==> src/sv/sts_pkg.sv <==
// Shared types, codes and scan functions for the source token scanner.
`timescale 1ns / 1ps

package sts_pkg;

    localparam int LEN_W = 7;

    // Result kinds
    localparam logic [1:0] KIND_BYTE = 2'd0;
    localparam logic [1:0] KIND_END  = 2'd1;
    localparam logic [1:0] KIND_ERR  = 2'd2;

    // Token types
    localparam logic [3:0] TT_WORD      = 4'd0;
    localparam logic [3:0] TT_OPERATOR  = 4'd1;
    localparam logic [3:0] TT_KEYWORD   = 4'd2;
    localparam logic [3:0] TT_STRING    = 4'd3;
    localparam logic [3:0] TT_PERIOD    = 4'd4;
    localparam logic [3:0] TT_COMMA     = 4'd5;
    localparam logic [3:0] TT_SEMICOLON = 4'd6;
    localparam logic [3:0] TT_NEWLINE   = 4'd7;
    localparam logic [3:0] TT_BRK_OPEN  = 4'd8;
    localparam logic [3:0] TT_BRK_CLOSE = 4'd9;
    localparam logic [3:0] TT_PAR_OPEN  = 4'd10;
    localparam logic [3:0] TT_PAR_CLOSE = 4'd11;
    localparam logic [3:0] TT_DOLLAR    = 4'd12;
    localparam logic [3:0] TT_CARET     = 4'd13;
    localparam logic [3:0] TT_BAD       = 4'd14;
    localparam logic [3:0] TT_EOF       = 4'd15;

    // Error codes
    localparam logic [2:0] ERR_NONE        = 3'd0;
    localparam logic [2:0] ERR_UNKNOWN     = 3'd1;
    localparam logic [2:0] ERR_DQUOTE      = 3'd2;
    localparam logic [2:0] ERR_TOO_LONG    = 3'd3;
    localparam logic [2:0] ERR_EOF_IN_STR  = 3'd4;

    // Characters with a role of their own
    localparam logic [7:0] CH_QUOTE  = 8'h27;
    localparam logic [7:0] CH_COLON  = 8'h3A;
    localparam logic [7:0] CH_DQUOTE = 8'h22;
    localparam logic [7:0] CH_NUL    = 8'h00;

    typedef enum logic [2:0] {
        MODE_IDLE = 3'd0,
        MODE_WORD = 3'd1,
        MODE_OPER = 3'd2,
        MODE_STR  = 3'd3,
        MODE_STRC = 3'd4
    } mode_t;

    typedef enum logic [2:0] {
        CLS_WORD,
        CLS_SYM,
        CLS_SPEC,
        CLS_SPACE,
        CLS_QUOTE,
        CLS_DQUOTE,
        CLS_BAD
    } cls_t;

    typedef struct packed {
        logic [1:0] kind;
        logic [7:0] ch;
        logic [3:0] ttype;
        logic [2:0] err;
        logic       last;
    } result_t;

    typedef struct packed {
        logic [1:0]       n;
        result_t          r0;
        result_t          r1;
        mode_t            mode;
        logic [LEN_W-1:0] len;
    } step_t;

    function automatic cls_t classify(logic [7:0] b);
        cls_t c;
        priority if ((b >= 8'h41 && b <= 8'h5A) || (b >= 8'h61 && b <= 8'h7A) ||
                     (b >= 8'h30 && b <= 8'h39) || b == 8'h5F || b == CH_COLON)
        begin
            c = CLS_WORD;
        end
        else
        begin
            unique case (b)
                8'h7E, 8'h21, 8'h40, 8'h23, 8'h25, 8'h26, 8'h2A, 8'h2B,
                8'h2D, 8'h3D, 8'h7C, 8'h3C, 8'h3E, 8'h2F, 8'h3F:
                    c = CLS_SYM;
                8'h28, 8'h29, 8'h5B, 8'h5D, 8'h7B, 8'h7D,
                8'h3B, 8'h2E, 8'h2C, 8'h24, 8'h5E, 8'h0A:
                    c = CLS_SPEC;
                8'h20, 8'h09:
                    c = CLS_SPACE;
                CH_QUOTE:
                    c = CLS_QUOTE;
                CH_DQUOTE:
                    c = CLS_DQUOTE;
                default:
                    c = CLS_BAD;
            endcase
        end
        return c;
    endfunction

    function automatic logic [3:0] special_type(logic [7:0] b);
        logic [3:0] t;
        unique case (b)
            8'h2E:   t = TT_PERIOD;
            8'h2C:   t = TT_COMMA;
            8'h3B:   t = TT_SEMICOLON;
            8'h0A:   t = TT_NEWLINE;
            8'h5B:   t = TT_BRK_OPEN;
            8'h5D:   t = TT_BRK_CLOSE;
            8'h28:   t = TT_PAR_OPEN;
            8'h29:   t = TT_PAR_CLOSE;
            8'h24:   t = TT_DOLLAR;
            8'h5E:   t = TT_CARET;
            default: t = TT_BAD;
        endcase
        return t;
    endfunction

    // Append one result; a third one cannot arise and is dropped.
    function automatic step_t emit(step_t s, logic [1:0] k, logic [7:0] ch,
                                   logic [3:0] t, logic [2:0] e);
        step_t o;
        result_t r;
        o = s;
        r.kind  = k;
        r.ch    = ch;
        r.ttype = t;
        r.err   = e;
        r.last  = 1'b0;
        unique case (s.n)
            2'd0:
            begin
                o.r0 = r;
                o.n  = 2'd1;
            end
            2'd1:
            begin
                o.r1 = r;
                o.n  = 2'd2;
            end
            default:
            begin
                o.n = s.n;
            end
        endcase
        return o;
    endfunction

    function automatic step_t append(step_t s, logic [7:0] b, logic [LEN_W-1:0] max_len);
        step_t o;
        if (s.len < max_len)
        begin
            o = emit(s, KIND_BYTE, b, TT_WORD, ERR_NONE);
            o.len = s.len + LEN_W'(1);
        end
        else
        begin
            o = emit(s, KIND_ERR, CH_NUL, TT_WORD, ERR_TOO_LONG);
        end
        return o;
    endfunction

    function automatic step_t finish(step_t s, logic [3:0] t);
        step_t o;
        o = emit(s, KIND_END, CH_NUL, t, ERR_NONE);
        o.mode = MODE_IDLE;
        o.len  = '0;
        return o;
    endfunction

    function automatic step_t start(step_t s, logic [7:0] b, cls_t c,
                                    logic [LEN_W-1:0] max_len);
        step_t o;
        o = s;
        o.mode = MODE_IDLE;
        o.len  = '0;
        unique case (c)
            CLS_SPACE:
            begin
                o = o;
            end
            CLS_BAD:
            begin
                o = emit(o, KIND_ERR, CH_NUL, TT_WORD, ERR_UNKNOWN);
            end
            CLS_DQUOTE:
            begin
                o = emit(o, KIND_ERR, CH_NUL, TT_WORD, ERR_DQUOTE);
            end
            CLS_SPEC:
            begin
                o = emit(o, KIND_END, CH_NUL, special_type(b), ERR_NONE);
            end
            CLS_QUOTE:
            begin
                o.mode = MODE_STR;
            end
            CLS_WORD:
            begin
                if (b == CH_COLON)
                begin
                    o = emit(o, KIND_END, CH_NUL, TT_KEYWORD, ERR_NONE);
                end
                else
                begin
                    o.mode = MODE_WORD;
                    o = append(o, b, max_len);
                end
            end
            default:
            begin
                o.mode = MODE_OPER;
                o = append(o, b, max_len);
            end
        endcase
        return o;
    endfunction

    function automatic step_t in_run(step_t s, logic [7:0] b, cls_t c, cls_t own,
                                     logic [3:0] t, logic [LEN_W-1:0] max_len);
        step_t o;
        if (c == own)
        begin
            if (own == CLS_WORD && b == CH_COLON)
            begin
                o = finish(s, TT_KEYWORD);
            end
            else
            begin
                o = append(s, b, max_len);
            end
        end
        else if (c == CLS_BAD)
        begin
            o = emit(s, KIND_ERR, CH_NUL, TT_WORD, ERR_UNKNOWN);
            o = finish(o, t);
        end
        else if (c == CLS_SPACE)
        begin
            o = finish(s, t);
        end
        else
        begin
            o = finish(s, t);
            o = start(o, b, c, max_len);
        end
        return o;
    endfunction

    // Full work for one request: up to two results and the next scan state.
    function automatic step_t scan_step(logic eoi, logic [7:0] b, mode_t mode,
                                        logic [LEN_W-1:0] len,
                                        logic [LEN_W-1:0] max_len);
        step_t s;
        cls_t  c;
        s      = '0;
        s.mode = mode;
        s.len  = len;
        c      = classify(b);
        if (eoi)
        begin
            if (mode == MODE_STR)
            begin
                s = emit(s, KIND_ERR, CH_NUL, TT_WORD, ERR_EOF_IN_STR);
            end
            else if (mode == MODE_STRC)
            begin
                s = emit(s, KIND_END, CH_NUL, TT_STRING, ERR_NONE);
            end
            s = finish(s, TT_EOF);
        end
        else
        begin
            unique case (mode)
                MODE_WORD:
                begin
                    s = in_run(s, b, c, CLS_WORD, TT_WORD, max_len);
                end
                MODE_OPER:
                begin
                    s = in_run(s, b, c, CLS_SYM, TT_OPERATOR, max_len);
                end
                MODE_STR:
                begin
                    if (b == CH_QUOTE)
                    begin
                        s.mode = MODE_STRC;
                    end
                    else
                    begin
                        s = append(s, b, max_len);
                    end
                end
                MODE_STRC:
                begin
                    if (b == CH_COLON)
                    begin
                        s = finish(s, TT_KEYWORD);
                    end
                    else
                    begin
                        s = finish(s, TT_STRING);
                        s = start(s, b, c, max_len);
                    end
                end
                default:
                begin
                    s = start(s, b, c, max_len);
                end
            endcase
        end
        s.r0.last = (s.n == 2'd1);
        s.r1.last = (s.n == 2'd2);
        return s;
    endfunction

endpackage

==> src/sv/source_token_scanner.sv <==
// Top level of the source token scanner: input register, scan logic, result queue.
`timescale 1ns / 1ps

// Streaming tokenizer. The request channel (req_valid/req_ready) carries one
// source byte per request, or an end-of-input mark in end_of_input. The result
// channel (res_valid/res_ready) carries token bytes, token ends with their
// type, and error reports; last marks the final result of a request.
//
// A request accepted lands in the input register, is scanned there by
// combinational logic, and its results enter the result queue, whose head
// drives the result ports. Throughput: one request per cycle while the
// three-entry result queue holds at most one result; the input register
// advances only then, so a request that yields two results holds the next
// one back. Requests that yield no result (blanks between tokens, quote
// marks) still pass through the input register.
//
// Reset clears the scan mode to idle, the token length to zero and empties
// the input register and result queue. Stalled results wait in the queue;
// with two or more queued and a request held, req_ready drops and scan state holds.
module source_token_scanner #(
    parameter int MAX_TOKEN_LEN = 64
) (
    input  logic       clk,
    input  logic       rst_n,
    input  logic       req_valid,
    output logic       req_ready,
    input  logic       end_of_input,
    input  logic [7:0] byte_req,
    output logic       res_valid,
    input  logic       res_ready,
    output logic [1:0] kind,
    output logic [7:0] char_out,
    output logic [3:0] token_type,
    output logic [2:0] error_code,
    output logic       last
);
    import sts_pkg::*;

    localparam int QDEPTH = 3;

    // Input register
    logic        in_vld_reg;
    logic        in_vld_next;
    logic        eoi_reg;
    logic [7:0]  byte_reg;

    // Scan state
    mode_t            mode_reg;
    mode_t            mode_next;
    logic [LEN_W-1:0] len_reg;
    logic [LEN_W-1:0] len_next;

    // Result queue, head at entry zero
    result_t     q_reg [QDEPTH];
    result_t     q_next [QDEPTH];
    logic [1:0]  cnt_reg;
    logic [1:0]  cnt_next;
    logic [1:0]  base;

    logic        req_acc;
    logic        res_pop;
    logic        advance;
    step_t       step;

    // Scan the held request only when the queue can take two more results.
    assign advance   = in_vld_reg && (cnt_reg <= 2'd1);
    assign req_ready = !in_vld_reg || advance;
    assign req_acc   = req_valid && req_ready;
    assign res_valid = (cnt_reg != 2'd0);
    assign res_pop   = res_valid && res_ready;

    assign step = scan_step(eoi_reg, byte_reg, mode_reg, len_reg,
                            LEN_W'(MAX_TOKEN_LEN));

    always_comb
    begin
        in_vld_next = in_vld_reg;
        if (req_acc)
        begin
            in_vld_next = 1'b1;
        end
        else if (advance)
        begin
            in_vld_next = 1'b0;
        end
    end

    always_comb
    begin
        mode_next = mode_reg;
        len_next  = len_reg;
        if (advance)
        begin
            mode_next = step.mode;
            len_next  = step.len;
        end
    end

    // Shift out the head on a pop, then drop the new results behind what stays.
    always_comb
    begin
        q_next[0] = res_pop ? q_reg[1] : q_reg[0];
        q_next[1] = res_pop ? q_reg[2] : q_reg[1];
        q_next[2] = q_reg[2];
        base      = cnt_reg - {1'b0, res_pop};
        cnt_next  = base;
        if (advance)
        begin
            for (int i = 0; i < QDEPTH; i++)
            begin
                if (step.n != 2'd0 && base == 2'(i))
                begin
                    q_next[i] = step.r0;
                end
                if (step.n == 2'd2 && base + 2'd1 == 2'(i))
                begin
                    q_next[i] = step.r1;
                end
            end
            cnt_next = base + step.n;
        end
    end

    always_ff @(posedge clk or negedge rst_n)
    begin
        if (!rst_n)
        begin
            in_vld_reg <= 1'b0;
            mode_reg   <= MODE_IDLE;
            len_reg    <= '0;
            cnt_reg    <= 2'd0;
        end
        else
        begin
            in_vld_reg <= in_vld_next;
            mode_reg   <= mode_next;
            len_reg    <= len_next;
            cnt_reg    <= cnt_next;
        end
    end

    // Payload registers hold without reset.
    always_ff @(posedge clk)
    begin
        if (req_acc)
        begin
            eoi_reg  <= end_of_input;
            byte_reg <= byte_req;
        end
        for (int i = 0; i < QDEPTH; i++)
        begin
            q_reg[i] <= q_next[i];
        end
    end

    assign kind       = q_reg[0].kind;
    assign char_out   = q_reg[0].ch;
    assign token_type = q_reg[0].ttype;
    assign error_code = q_reg[0].err;
    assign last       = q_reg[0].last;

endmodule

==> config.mk <==
export PLATFORM = sky130hd
export DESIGN_NAME = source_token_scanner
export DESIGN_NICKNAME = d
export VERILOG_FILES = /design/src/sv/sts_pkg.sv /design/src/sv/source_token_scanner.sv
export SDC_FILE = /design/constraint.sdc
export NUM_CORES = 1
export LEC_CHECK = 0
export CAP_MARGIN = 20
export CORE_MARGIN = 3
export CORE_UTILIZATION = 50
export CTS_CLUSTER_SIZE = 12
export DETAILED_ROUTE_END_ITERATION = 8
export DONT_BUFFER_PORTS = 1
export GPL_ROUTABILITY_DRIVEN = 0
export GPL_TIMING_DRIVEN = 0
export PLACE_DENSITY = 0.71
export SYNTH_ARGS = -nofsm -noshare
export SYNTH_HDL_FRONTEND = slang
export SYNTH_SLANG_ARGS = --single-unit
==> constraint.sdc <==
create_clock -name clk -period 4 [get_ports clk]
set_clock_uncertainty 0.1 [all_clocks]
set_input_delay 0.4 -clock clk [delete_from_list [all_inputs] [get_ports clk]]
set_output_delay 0.4 -clock clk [all_outputs]
set_load 0.02 [all_outputs]
==> results of run 1 <==
==> final cells by class <==
class,count,area (um2)
Timing Repair Buffer,3,33.8
Multi-Input combinational cell,477,3330
Sequential cell,79,1920
Clock inverter,5,30.0
Clock buffer,11,243
Fill cell,986,4790
Buffer,56,318
Tap cell,140,175
Inverter,24,92.6
==> per-layer routing <==
layer	vias to the layer above	GRT usage	routed length, um
met5	-	0	0
met4	0	0.0978	619
met3	70	0.0523	1440
met2	294	0.395	7200
met1	2513	0.347	6640
li1	2463	-	-
==> through the flow <==
stage	setup TNS [ns]	hold slack (ns)	cell area, um2	setup WS (ns)
after global placement	-12.09	0.00486	5800	-0.673
after CTS	0	0.0415	6090	0.0360
after floorplan	0	0.00441	5620	0.281
after detailed placement	0	0.00486	5810	0.0906
after global routing	0	0.0399	6140	0.0124
final	0	0.0468	6140	0.159
==> power by group through the flow <==
stage / combinational (mW) / sequential [mW] / clock, mW
6_report: 2.47 / 1.33 / 0.773
4_1_cts: 2.39 / 1.32 / 0.782
3_5_place_dp: 2.37 / 1.34 / 0
3_3_place_gp: 2.31 / 1.33 / 0
5_1_grt: 2.69 / 1.36 / 0.818
2_1_floorplan: 1.88 / 1.29 / 0
==> cells in the final DEF, fill, tap and decap left out, types with 14 or more instances in the layout <==
cell	synthesis	routed
edfxtp_1	27	27
mux2i_1	37	37
a31oi_1	17	17
o21ai_0	29	29
buf_4	18	18
nor2_1	49	48
clkbuf_1	25	26
o22ai_1	17	17
nand2_1	37	37
dfxtp_1	39	39
a21oi_1	42	41
inv_1	23	23
nand3_1	14	14
==> worst paths after layout <==
check | start | to | cells after the start
max in group asynchronous | rst_n | mode_reg[2] | 1
min in group asynchronous | rst_n | len_reg[2] | 1
worst max register to register | cnt_reg[1] | q_reg[0][30] | 12
worst min-delay path | byte_req[6] | byte_reg[6] | 0
worst max-delay path | cnt_reg[1] | q_reg[0][30] | 12
worst min register to register | q_reg[0][47] | q_reg[0][29] | 2
==> repair_timing <==
action,4_1_cts,5_1_grt
resized for setup,0,6
hold endpoints to repair,13,0
buffers inserted,0,0
setup endpoints to repair,0,30
hold buffers,1,0
==> worst max-delay path, delay by kind of cell, from the launching register on <==
family | cells | cell delay, ns
flops | 1 | 0.36
xor+xnor | 1 | 0.47
fa+ha+maj | 1 | 0.30
buf+inv | 3 | 0.57
simple gates | 5 | 1.38
compound gates | 2 | 0.52
==> cell families (layout without fill, tap and decap cells) <==
family	after synthesis	count (layout)
AOI/OAI and AO/OA	225	225
and+or+nand+nor	192	192
buffers and inverters	80	99
DFF	79	79
muxes	41	41
xor gates and xnor gates	10	10
adders and majority gates	9	9
==> summary.txt, run 1 <==
Die
  – Die Ht: 112 um
  – CORE AREA: 10,900 um2
  – Die Area: 12,600 um2
  – Die width: 112 um
  – Initial Util: 0.514
  – # rows: 38
  – # IOs: 33

Synth
  – Post-synthesis xor/xnor area fraction: 0.0156
  – Simple-Gate Fraction of Synth Area: 0.183
  – Synth Register Bits: 79
  – Mux cell area share after synthesis: 0.0739
  – Adder-cell area share of the yosys netlist: 0.0200
  – Netlist cell types: 90
  – Mapped Cells: 636
  – Main flop type after synthesis: dfxtp_1
  – Avg Cell Area, Syn: 8.84 um2
  – Number of synthesized flops with an enable pin: 27
  – Post-synth ARST share: 0.165
  – Sequential share of the synthesized area: 0.341
  – Syn. warnings: 0
  – Synth Net Count: 658
  – Top cells by count, synth: 49 x nor2_1, 42 x a21oi_1, 39 x dfxtp_1
  – Synth top area cells: edfxtp_1 14%, dfxtp_1 14%, mux2i_1 6.6%
  – Most frequent cell after synthesis: nor2_1
  – Yosys top cell area share: 0.144
  – Dominant cell type by area after synthesis: edfxtp_1
  – Synth Area in Compound Gates: 0.294
  – Post-Syn Area: 5620 um2
  – Main combinational cell family by area after synthesis: compound AO/OA/AOI/OAI gates

Power
  – NetSw: 2.06 mW
  – Net Sw Frac: 0.452
  – Pleak: 2.40 nW
  – Internal power: 2.51 mW
  – Comb pwr share: 0.540
  – Pwr Density: 744 nW/um2
  – Worst VDD drop: 363 uV
  – Total power: 4.57 mW
  – Sequential power share: 0.291
  – Clock share of power: 0.169

Clock network
  – Worst skew pair latency: 0.35 ns
  – Clk buf depth: 2
  – CTS sink count: 79
  – CTS HTree Levels: 3
  – Num CTS Buffers: 9
  – CTS tree: built
  – CTS root buf: clkbuf_16
  – Clock transition at path regs: 0.06 ns

Setup path
  – WS Path Type: reg2reg
  – Req. time, crit path: 4.12 ns
  – Crit-path cells: clkbuf_1 > or2_2 > nand2_1 > inv_1 > ha_1 > xor2_1 > nor2_1 > nand2_1 > a211oi_2 > or2_1 > buf_6 > a2111oi_1
  – CP endpoint kind: flop
  – CP max stage cell: xor2_1
  – Crit-path most repeated cell: nand2_1
  – Critical Path AT: 3.96 ns
  – Delay of the slowest critical-path stage: 0.47 ns
  – Reg2reg setup slack: 0.16 ns
  – Critical Path Start Type: flop
  – CP max FO: 10

Global route
  – GRT Util Overall: 0.253
  – Largest net degree at the start of global routing: 19
  – Vias in the first global route: 4,863
  – Initial antenna violation count: 0
  – First-pass GRT wire length: 25,700 um
  – GRT overflow: 0

Cells and area
  – Share of layout cells above drive strength 1: 0.127
  – Fin cells: 795
  – Final Core Density: 0.562
  – Max reg flops: 54
  – Final net count: 672
  – Area Growth Syn to Fin: 9.24%
  – Ant. Diodes: 0

STA
  – Final hold viol count: 0
  – Final Max Tran Viols: 0
  – Worst-Margin Slew: 1.09 ns
  – Slew margin rel.: 0.267
  – Crit path time final: 3.84 ns
  – F_max: 0.260 GHz
  – RSZ-0062 raised after global routing: false
  – Crit share post-route: 0.960
  – Final setup vio count: 0

Placement
  – Port bufs: 0
  – DP Wirelength: 11,800 um
  – Placed Cells: 777

Routing
  – 1st-pass router iterations: 7
  – Drt total wl: 15,900 um
  – Mean routed wirelength per cell: 20.0 um
  – Via count: 5,340
  – DRC viols: 0
  – Drt first-iter violations: 833
  – Antenna-violating nets left: 0
  – Via density: 6.72

Hold path
  – Worst Hold Class: in2reg

Job
  – # Max-Cap Violations: 0

Status
  – Outcome: finished, final reports clean
(Power assumes the default switching activity.)
==> run 2: changes to the inputs <==
SETUP_SLACK_MARGIN = 0.5   (was default)
==> run 2 against run 1 <==
Compared with the run above: fmax grew 12%; non-clock buffer count grew 7; largest cell class unchanged; sequential power is essentially flat; critical path depth shrank 3; die area is the same; wire length grew 4.5%.
==> summary.txt, run 2 (same netlist as run 1, synthesis figures left out) <==
STA
  – Crit share post-route: 0.859 (-0.101)
  – RSZ-0062 raised after global routing: true
  – Final hold viol count: 0 (unchanged)
  – Slew margin rel.: 0.481 (+0.214)
  – Crit path time final: 3.44 ns (-0.405 ns)
  – Final setup vio count: 0 (unchanged)
  – Final Max Tran Viols: 0 (unchanged)
  – Worst-Margin Slew: 0.778 ns (-0.311 ns)
  – F_max: 0.291 GHz (+12%)

Routing
  – Drt first-iter violations: 957 (+15%)
  – Mean routed wirelength per cell: 20.7 um (+3.4%)
  – DRC viols: 0 (unchanged)
  – Antenna-violating nets left: 0 (unchanged)
  – Via count: 5,473 (+2.5%)
  – Drt total wl: 16,600 um (+4.5%)
  – 1st-pass router iterations: 6 (-1)
  – Via density: 6.82 (+1.5%)

Placement
  – Port bufs: 0 (unchanged)
  – DP Wirelength: 11,800 um (-0.12%)
  – Placed Instance Area: 5800 um2 (-0.19%)
  – Placed Cells: 776 (-0.13%)

Cells and area
  – Commonest non-fill, non-tap cell in the layout: nor2_1
  – Commonest cells after routing, fill and taps aside: 48 x nor2_1, 41 x a21oi_1, 39 x dfxtp_1
  – Share of layout cells above drive strength 1: 0.161 (+0.0347)
  – Ant. Diodes: 0 (unchanged)
  – Final Core Density: 0.584 (+0.0220)
  – Fin area: 6380 um2 (+3.9%)
  – Max reg flops: 54 (unchanged)
  – Fill count: 971 (-1.5%)
  – Final net count: 680 (+1.2%)
  – Area Growth Syn to Fin: 13.5%
  – Fin cells: 803 (+1.0%)

Clock network
  – CTS tree: built
  – CTS sink count: 79 (unchanged)
  – CTS root buf: clkbuf_16
  – Worst skew pair latency: 0.35 ns (about the same)
  – Clk buf depth: 2 (unchanged)
  – CTS HTree Levels: 3 (unchanged)
  – Clock transition at path regs: 0.06 ns (about the same)
  – Num CTS Buffers: 9 (unchanged)

Status
  – Outcome: finished, final reports clean

Power
  – Comb pwr share: 0.556 (+0.016)
  – Pwr Density: 743 nW/um2 (-0.17%)
  – Pleak: 2.48 nW (+3.4%)
  – Net Sw Frac: 0.453 (+0.00139)
  – NetSw: 2.15 mW (+4.1%)
  – Internal power: 2.59 mW (+3.5%)
  – Worst VDD drop: 419 uV (+16%)
  – Clock share of power: 0.165 (-0.004)
  – Sequential power share: 0.280 (-0.011)

Job
  – # Max-Cap Violations: 0 (unchanged)

Hold path
  – Worst Hold Class: in2reg
  – Hold path start: end_of_input

Die
  – Initial Util: 0.514 (unchanged)
  – # IOs: 33 (unchanged)
  – CORE AREA: 10,900 um2 (unchanged)
  – # rows: 38 (unchanged)
  – Die Ht: 112 um (unchanged)
  – Die Area: 12,600 um2 (unchanged)
  – Die width: 112 um (unchanged)

Setup path
  – Req. time, crit path: 4.00 ns (-0.12 ns)
  – Worst reg2reg path startpoint: byte_reg[3]
  – WS Path Type: reg2reg
  – Critical Path Start Type: flop
  – CP max FO: 17 (+7)
  – CP endpoint kind: flop
  – Crit. Startpoint: byte_reg[3]
  – Critical Path AT: 3.43 ns (-0.53 ns)

Global route
  – Vias in the first global route: 5,011 (+3.0%)
  – GRT overflow: 0 (unchanged)
  – Initial antenna violation count: 0 (unchanged)
  – First-pass GRT wire length: 26,300 um (+2.3%)
  – Largest net degree at the start of global routing: 19 (unchanged)
  – GRT Util Overall: 0.259 (+0.00586)
-- run 2: through the flow --
| stage | hold slack, ns | setup TNS [ns] | total power [mW] | setup slack [ns] |
|---|---|---|---|---|
| floorplan | 0.00441 | 0 | 3.18 | 0.658 |
| global placement | 0.00485 | -1.70 | 3.64 | -0.0957 |
| detailed placement | 0.00486 | -3.44 | 3.70 | -0.192 |
| CTS | 0.0374 | 0 | 4.57 | 0.522 |
| global route | 0.0348 | 0 | 5.02 | 0.408 |
| finish | 0.0498 | 0 | 4.74 | 0.564 |
-- run 2: area by class of cell --
cell class                 count  area [um2]  area share
buffer                        56         322      0.0504
clock buffer                  13         262      0.0410
clock inverter                 3        18.8     0.00294
inverter                      24        92.6      0.0145
multi-input combinational    478        3500       0.549
sequential                    79        1920       0.300
tap                          140         175      0.0275
timing repair buffer          10        90.1      0.0141
-- run 2: final timing paths --
check                                     to  slack [ns]  cells past startpoint
min in group asynchronous         len_reg[5]        0.41                      1
worst max register to register  q_reg[0][44]        0.56                      9
worst max-delay path            q_reg[0][44]        0.56                      9
max in group asynchronous         cnt_reg[0]        2.99                      1
worst min register to register  q_reg[0][28]        0.42                      2
worst min-delay path                 eoi_reg        0.05                      0
-- run 2: metal layers --
layer | wire length (um) | GRT usage | vias to the layer above
li1 | - | - | 2480
met4 | 739 | 0.111 | 0
met3 | 1610 | 0.0733 | 86
met5 | 0 | 0 | -
met1 | 6650 | 0.338 | 2569
met2 | 7600 | 0.402 | 338
-- run 2: repair_timing --
| item | in CTS | in global routing |
|---|---|---|
| setup buffers | 3 | 6 |
| cloned | 0 | 1 |
| hold buffers | 1 | 0 |
| hold endpoints to repair | 13 | 0 |
| pin swaps | 2 | 4 |
| setup endpoints to repair | 54 | 52 |
| resized for setup | 12 | 27 |
-- run 2: worst max-delay path, cell delays in order (launching register included) --
cell and delay, ns:
edfxtp_1 0.36, buf_2 0.20, and2_2 0.26, a311o_1 0.42, o211ai_1 0.56, o2111ai_2 0.39, nand4_1 0.26, buf_2 0.32
a21oi_4 0.12, buf_12 0.19
-- run 2: power by group through the flow --
stage	Clock (mW)	Combinational, mW	Sequential, mW
after global routing	0.828	2.84	1.36
final	0.781	2.63	1.33
after floorplan	0	1.88	1.29
after detailed placement	0	2.36	1.34
after CTS	0.795	2.45	1.32
after global placement	0	2.32	1.32
